<file path="src/rtl/core/fltpm_ram.sv">
`timescale 1ns / 1ps

module fltpm_ram #(
    parameter int WIDTH = 8,
    parameter int DEPTH = 16
) (
    input  logic                     i_clk,
    input  logic                     i_we,
    input  logic [$clog2(DEPTH)-1:0] i_waddr,
    input  logic [WIDTH-1:0]         i_wdata,
    input  logic [$clog2(DEPTH)-1:0] i_raddr,
    output logic [WIDTH-1:0]         o_rdata
);

    logic [WIDTH-1:0] r_mem [DEPTH];
    logic [WIDTH-1:0] r_rdata;

    always_ff @(posedge i_clk) begin
        if (i_we) begin
            r_mem[i_waddr] <= i_wdata;
        end
        r_rdata <= r_mem[i_raddr];
    end

    assign o_rdata = r_rdata;

endmodule

</file>
<file path="config.mk">
export PLATFORM = sky130hd
export DESIGN_NAME = fltpm_ram
export DESIGN_NICKNAME = d
export VERILOG_FILES = /design/src/rtl/core/fltpm_ram.sv
export SDC_FILE = /design/constraint.sdc
export NUM_CORES = 1
export LEC_CHECK = 0
export ABC_CLOCK_PERIOD_IN_PS = 3200
export BUFFER_PORTS_ARGS = -buffer_cell sky130_fd_sc_hd__buf_2
export CORE_ASPECT_RATIO = 0.7
export CORE_MARGIN = 2
export CORE_UTILIZATION = 55
export CTS_BUF_LIST = sky130_fd_sc_hd__clkbuf_2
export DETAILED_ROUTE_END_ITERATION = 7
export PLACE_DENSITY = 0.79
export SETUP_SLACK_MARGIN = 0.3
export SLEW_MARGIN = 20
export SYNTH_ARGS = -nofsm -noshare
export SYNTH_HDL_FRONTEND = slang
export SYNTH_SLANG_ARGS = --single-unit
</file>
<file path="constraint.sdc">
create_clock -name i_clk -period 3.2 [get_ports i_clk]
set_input_delay 0.96 -clock i_clk [delete_from_list [all_inputs] [get_ports i_clk]]
set_output_delay 0.96 -clock i_clk [all_outputs]
set_load 0.05 [all_outputs]
</file>
==> results of run 1 <==
## area by class of cell
cell class | count | area [sq um] | share of cell area
repair buffers | 41 | 258 | 0.0452
clock inverters | 13 | 135 | 0.0237
clock buffers | 19 | 95.1 | 0.0167
well taps | 124 | 155 | 0.0272
multi-input cells | 83 | 1060 | 0.185
flip-flops and latches | 136 | 4000 | 0.702
## sequential cells by signal (all words and copies together), names as in the netlist
| register | count |
|---|---|
| o_rdata | 8 |
| r_mem | 128 |
## kinds of logic (layout without fill, tap and decap cells)
| family | after synthesis | count (layout) |
|---|---|---|
| simple gates | 35 | 35 |
| flops | 136 | 136 |
| buf+inv | 10 | 73 |
| mux | 32 | 32 |
| compound gates | 16 | 16 |
## layer usage
| metal | vias up | GRT usage |
|---|---|---|
| met5 | - | 0 |
| met3 | 11 | 0.0464 |
| li1 | 1074 | - |
| met2 | 99 | 0.306 |
| met4 | 0 | 0.0984 |
| met1 | 1281 | 0.317 |
## Yosys cell counts
library cell / number / share of area
nor2_1: 13 / 0.0095
and2b_1: 1 / 0.0015
nand3b_1: 2 / 0.0029
or3b_2: 1 / 0.0017
and2_1: 1 / 0.0012
edfxtp_1: 128 / 0.75
nand2_1: 9 / 0.0066
nand3_1: 1 / 0.00097
nor2b_1: 1 / 0.0012
mux4_2: 18 / 0.079
clkdlybuf4s25_2: 3 / 0.0058
dfxtp_1: 8 / 0.031
buf_2: 3 / 0.0029
nand2b_1: 2 / 0.0024
a22oi_1: 16 / 0.023
mux4_1: 14 / 0.071
nor3_1: 4 / 0.0039
buf_4: 1 / 0.0015
buf_6: 3 / 0.0066
## worst max path at each step
| stage | slack, ns | cells past startpoint | endpoint |
|---|---|---|---|
| 6_report | 0.89 | 1 | o_rdata[0] |
| 5_1_grt | 0.78 | 1 | o_rdata[0] |
| 4_1_cts | 0.79 | 1 | o_rdata[0] |
| 3_5_place_dp | 0.57 | 3 | r_mem[1][0] |
| 3_3_place_gp | 0.62 | 3 | r_mem[1][4] |
| 2_1_floorplan | 0.75 | 2 | r_mem[0][0] |
## power breakdown
| group | switching (mW) | internal [mW] |
|---|---|---|
| sequential | 0.0152 | 1.99 |
| clock | 0.554 | 0.424 |
| combinational | 0.142 | 0.0778 |
## stage by stage
step / util / setup WS [ns] / std cells / cell area, sq um / hold WS (ns)
after floorplan: - / 0.747 / 229 / 5150 / 0.629
after global placement: 0.603 / 0.623 / 384 / 5470 / 0.663
after detailed placement: 0.603 / 0.570 / 384 / 5470 / 0.674
after CTS: 0.629 / 0.789 / 416 / 5700 / 0.574
after global routing: 0.629 / 0.780 / 416 / 5700 / 0.587
final: 0.629 / 0.887 / 416 / 5700 / 0.666
==> results.cfg, run 1 <==
[placed_design]
hpwl_um = 6450
port_buffers = 25
place_congestion = 0.846

[cells_and_area]
layout_commonest_cell = edfxtp_1
layout.nets = 297
drive_above_1_share = 0.301
layout_common_cells = edfxtp_1 (128), buf_2 (25), clkbuf_2 (19)
diodes = 0
fillers = 608
areaGrowthSynthToFinish_pct = 10.8

[job]
maxCapViolCount = 0

[critical_path]
cp_top_family = flip-flops
worstReg2RegStart = r_mem[1][1]
critPathBufInv = 1
reg2reg_slack_ns = 1.84
max_stage_delay_ns = 0.41
crit_required_ns = 2.24
crit_chain = buf_2
timing.rr.end = o_rdata[1]
critical_path_class = register to output pin
crit_path_start = o_rdata[0]
critPathCaptureType = output pin
rr_worst_depth = 3
crit_fanout = 1
critPathSlowestCell = dfxtp_1
start_kind = register
crit_arrival_ns = 1.35

[routing]
antenna_left = 0
drcViolationCount = 0
drt-total-wl_um = 9800
drtIter0Drc = 261
wl_met2_um = 4590
wl_met1_um = 4270
vias = 2465
highest_layer = met4
firstDrtPassIters = 4
vias_per_cell = 5.93
wl_per_cell_um = 23.6
wl_met3_um = 816

[timing]
fin_worst_skew_ns = 0.0230
slew_headroom = 0.472
drv_slew = 0
setup_viol = 0
rsz0062_at_grt = false
hold_viol_final = 0
setup_tns_ns = 0
worst_pin_slew_ns = 0.790
period_minus_slack_ns = 2.31
period_share = 0.723
max_freq_ghz = 0.432

[synthesis]
ys_ff_latch = 136
synth_cells = 229
synth_seq_area_share = 0.778
synth_top_family_by_area = multiplexers
synthAdderAreaFrac = 0
synth.avg_cell_area_sq_um = 22.5
synth_area_sq_mm = 0.00515
synth_warnings = 0
synth-compound-area-share = 0.0233
synth_nets = 247
synth-simple-area-share = 0.0318
synth-xor-area-share = 0
synthMuxAreaShare = 0.150
ys_types = 19

[clock_network]
h-tree-depth = 4
clkTransAtPathRegs_ns = 0.18
cts_resized = 0
numCtsBuffers = 17
cts_tree = done
clk_latency_ns = 0.65
clock-root-buffer = clkbuf_2
cts_setup_buffers = 0
cts_hold_buf = 0
cts.path.max_buffers = 2
clock-sinks = 136

[floorplan]
rows = 29
start_util = 0.567
die_w_um = 120
chipHeight_um = 84.9
die_area_sq_mm = 0.0102
core_area_sq_mm = 0.00907
ios = 26

[pwr]
peakVddDrop_mv = 0.500
p_leak_nw = 1.93
p_per_area_mw_per_mm2 = 561
p_total_mw = 3.20

[grt]
grt-ovfl-total = 0
grt_pass1_vias = 2463
grt_use_total = 0.212
grt_max_degree = 25
antenna_found_initial = 0
grt_pass1_wl_um = 14900

[status]
status = finished clean

[min_path]
min_path_cells = 1
min_from = i_wdata[5]
holdCritPathClass = primary input to register
min_to = r_mem[4][5]
Power figures use the tool's default switching activity.
==> run 2: changes to the inputs <==
Settings changed: ABC_CLOCK_PERIOD_IN_PS 3200 to 2100, PLACE_DENSITY 0.79 to 0.82.
Clock period 3.2 ns to 2.1 ns, I/O delays scaled along.
==> run 2 against run 1 <==
Clock skew is 0.0017 ns higher; via count is 2.3% higher; sequential share of layout area is 2.7 points lower; count of clock-buffer cells in the layout stayed put; worst setup slack worse by 0.63 ns; final area is 4.3% higher; critical path depth stayed put; die area stayed put; non-clock buffer count is 11 higher; register-to-register slack worse by 1.1 ns; flip-flop and latch count stayed put; combinational power is 74% higher; critical path type unchanged; critical endpoint is now o_rdata[4]; largest cell class unchanged; largest power group unchanged; highest routed layer unchanged.
==> results.cfg, run 2 (synthesis results as in run 1) <==
[status]
status = finished clean

[critical_path]
start_kind = register
crit_chain = buf_8
critPathBufInv = 1
max_stage_delay_ns = 0.40
crit_required_ns = 1.47
critPathSlowestCell = dfxtp_2
cp_top_family = flip-flops
critPathCaptureType = output pin
crit_arrival_ns = 1.22
reg2reg_slack_ns = 0.75
critical_path_class = register to output pin
crit_fanout = 1

[routing]
firstDrtPassIters = 4
wl_per_cell_um = 23.2
vias_per_cell = 5.91
drcViolationCount = 0
drtIter0Drc = 230
wl_met3_um = 604
drt-total-wl_um = 9910
vias = 2522
highest_layer = met4
wl_met2_um = 4780
antenna_left = 0
wl_met1_um = 4420

[pwr]
p_comb_frac = 0.075
cell_internal_pwr_mw = 3.98
p_leak_nw = 2.04
pwr-share-clk = 0.330
peakVddDrop_mv = 0.624
p_total_mw = 5.14
switchingPower_mw = 1.16
switching_share = 0.225
p_per_area_mw_per_mm2 = 863
power_frac_seq = 0.596

[clock_network]
clock-root-buffer = clkbuf_2
h-tree-depth = 4
cts.path.max_buffers = 2
clock-sinks = 136
clk_latency_ns = 0.67
cts_tree = done
clkTransAtPathRegs_ns = 0.21
numCtsBuffers = 17
cts_setup_buffers = 0

[timing]
max_freq_ghz = 0.542
rsz0062_at_grt = true
setup_ws_ns = 0.255
hold_viol_final = 0
worst_pin_slew_ns = 0.435
fin_worst_skew_ns = 0.0246
period_minus_slack_ns = 1.85
setup_tns_ns = 0
period_share = 0.879
slew_headroom = 0.710
drv_slew = 0
setup_viol = 0

[floorplan]
die_area_sq_mm = 0.0102
rows = 29
chipHeight_um = 84.9
start_util = 0.567
die_w_um = 120
ios = 26
core_area_sq_mm = 0.00907

[placed_design]
hpwl_um = 6380
place_congestion = 0.799
dp_slack_ns = 0.0455
port_buffers = 25

[cells_and_area]
layout_common_cells = edfxtp_1 (128), buf_4 (24), clkbuf_2 (19)
layout_commonest_cell = edfxtp_1
layout.nets = 308
largest_reg_flops = 128
drive_above_1_share = 0.373
areaGrowthSynthToFinish_pct = 15.6
diodes = 0
regMostFlops = r_mem

[min_path]
holdCritPathClass = primary input to register

[grt]
grt_pass1_vias = 2537
antenna_found_initial = 0
grt_max_degree = 33
grt_use_total = 0.212
grt_pass1_wl_um = 14900
grt-ovfl-total = 0

[job]
maxCapViolCount = 0
==> run 2: worst register-to-register path, delay by kind of cell (launching register included) <==
family | cells | cell delay, ns
flip-flops | 1 | 0.40
AND/OR/NAND/NOR | 1 | 0.11
AO/OA/AOI/OAI | 1 | 0.29
multiplexers | 1 | 0.48
==> run 2: cell type report <==
cell class                      instances  area, sq um
Tap cell                              124          155
Timing Repair Buffer                   52          434
Fill cell                             613         3120
Sequential cell                       136         4020
Clock inverter                         13          179
Multi-Input combinational cell         83         1070
Clock buffer                           19         95.1
==> run 2: worst paths after layout <==
path / from / end / depth (start not counted)
max reg2reg: r_mem[3][7] / o_rdata[7] / 3
min: i_wdata[2] / r_mem[12][2] / 1
max: o_rdata[4] / o_rdata[4] / 1
min reg2reg: r_mem[3][0] / o_rdata[0] / 3
==> run 2: per-stage QoR <==
step | cells | hold WS [ns] | utilization | cell area (sq um)
floorplan | 229 | 0.629 | - | 5160
global placement | 395 | 0.653 | 0.617 | 5600
detailed placement | 395 | 0.670 | 0.617 | 5600
CTS | 427 | 0.254 | 0.656 | 5950
global route | 427 | 0.241 | 0.656 | 5950
finish | 427 | 0.311 | 0.656 | 5950
==> run 2: power by group through the flow <==
stage | logic, mW | clock network, mW | registers (mW)
after floorplan | 0.155 | 0 | 3.17
after global placement | 0.343 | 0 | 3.11
after detailed placement | 0.355 | 0 | 3.11
after CTS | 0.386 | 1.73 | 3.06
after global routing | 0.408 | 1.84 | 3.07
final | 0.383 | 1.69 | 3.06
==> run 2: per-layer routing <==
| layer | track usage | vias to the layer above |
|---|---|---|
| met1 | 0.306 | 1311 |
| met2 | 0.321 | 104 |
| li1 | - | 1097 |
| met3 | 0.0544 | 10 |
| met5 | 0 | - |
| met4 | 0.0738 | 0 |
==> run 2: repair_timing <==
action	CTS	global route
gates resized for setup	30	0
pin swaps	0	0
hold buffers	0	0
setup endpoints to repair	8	8
==> run 3: changes to the inputs <==
Settings changed: RECOVER_POWER from default to 25.
==> run 3 against run 2 <==
First-iteration DRC count increased by 0.43%; clock power about the same; via count decreased by 1.5%; die area unchanged; total power about the same; hold slack improved by 0.023 ns; non-clock buffer count unchanged; sequential share of layout area increased by 0.085 points; global-route usage unchanged; critical path type unchanged; critical endpoint unchanged.
==> results.cfg, run 3 (synthesis results as in run 1) <==
[critical_path]
crit_arrival_ns = 1.22
start_kind = register
crit_chain = buf_8
crit_required_ns = 1.47
critPathBufInv = 1
cp_top_family = flip-flops
critPathCaptureType = output pin
critical_path_class = register to output pin
crit_fanout = 1
critPathSlowestCell = dfxtp_2
max_stage_delay_ns = 0.40

[placed_design]
place_congestion = 0.799
place_area_sq_mm = 0.00560
dp_slack_ns = 0.0455
hpwl_um = 6380
port_buffers = 25

[cells_and_area]
diodes = 0
regMostFlops = r_mem
layout.nets = 308
layout_commonest_cell = edfxtp_1
layout_common_cells = edfxtp_1 (128), buf_4 (24), clkbuf_2 (19)
areaGrowthSynthToFinish_pct = 15.5
fin_area_sq_mm = 0.00594
fillers = 616
largest_reg_flops = 128
final_util = 0.655
drive_above_1_share = 0.353

[timing]
period_share = 0.879
rsz0062_at_grt = true
drv_slew = 0
worst_pin_slew_ns = 0.699
slew_headroom = 0.534
hold_viol_final = 0
fin_worst_skew_ns = 0.0245
max_freq_ghz = 0.542
period_minus_slack_ns = 1.85
setup_ws_ns = 0.255
setup_viol = 0
setup_tns_ns = 0

[status]
status = finished clean

[clock_network]
clk_latency_ns = 0.67
cts_tree = done
clock-sinks = 136
h-tree-depth = 4
clock-root-buffer = clkbuf_2
clkTransAtPathRegs_ns = 0.20
cts.path.max_buffers = 2
cts_hold_buf = 0
numCtsBuffers = 17
cts_setup_buffers = 0

[grt]
grt_max_degree = 33
grt-ovfl-total = 0
grt_use_total = 0.212
grt_pass1_vias = 2537
grt_pass1_wl_um = 14900
antenna_found_initial = 0

[routing]
vias = 2483
wl_per_cell_um = 23.1
antenna_left = 0
firstDrtPassIters = 4
drtIter0Drc = 231
wl_met1_um = 4260
wl_met3_um = 723
wl_met2_um = 4760
drcViolationCount = 0
drt-total-wl_um = 9850
highest_layer = met4
vias_per_cell = 5.81

[floorplan]
die_area_sq_mm = 0.0102
start_util = 0.567
die_w_um = 120
chipHeight_um = 84.9
core_area_sq_mm = 0.00907
rows = 29
ios = 26

[pwr]
p_per_area_mw_per_mm2 = 864
p_leak_nw = 2.02
peakVddDrop_mv = 0.625
p_total_mw = 5.14

[job]
maxCapViolCount = 0

[min_path]
holdCritPathClass = primary input to register
[run 3: changes by cell type in the layout (fill, tap and decap cells not counted)]
cell	change
clkbuf_1	+6
buf_2	-6
[run 3: area by class of cell]
| cell class | instances | area (sq um) | share of cell area |
|---|---|---|---|
| clock buffers | 19 | 95.1 | 0.0160 |
| clock inverters | 13 | 179 | 0.0301 |
| multi-input cells | 83 | 1070 | 0.180 |
| flip-flops and latches | 136 | 4020 | 0.676 |
| well taps | 124 | 155 | 0.0261 |
| repair buffers | 52 | 427 | 0.0718 |
[run 3: final timing paths]
check,startpoint,to,slack [ns],depth (start not counted)
max,o_rdata[4],o_rdata[4],0.25,1
min,i_wdata[7],r_mem[13][7],0.33,1
max reg2reg,r_mem[3][7],o_rdata[7],0.76,3
min reg2reg,r_mem[3][0],o_rdata[0],0.70,3
[run 3: repair_timing]
action	in CTS	in global routing
pin swaps	0	0
resized for setup	30	0
endpoints found under the setup margin	8	8
[run 3: per-stage QoR]
stage / hold WS, ns / instances
after floorplan: 0.629 / 229
after detailed placement: 0.670 / 395
after CTS: 0.254 / 427
after global routing: 0.274 / 427
final: 0.334 / 427
after global placement: 0.653 / 395
[run 3: report_power, final]
part           switching (mW)  total (mW)  internal [mW]
combinational           0.222       0.381          0.159
clock                   0.906        1.69          0.786
sequential             0.0269        3.06           3.04
total                    1.16        5.14           3.98
[run 3: metal layers]
metal	GRT usage	vias to the layer above
met5	0	-
met4	0.0738	0
met3	0.0544	8
met2	0.321	98
met1	0.306	1281
li1	-	1096
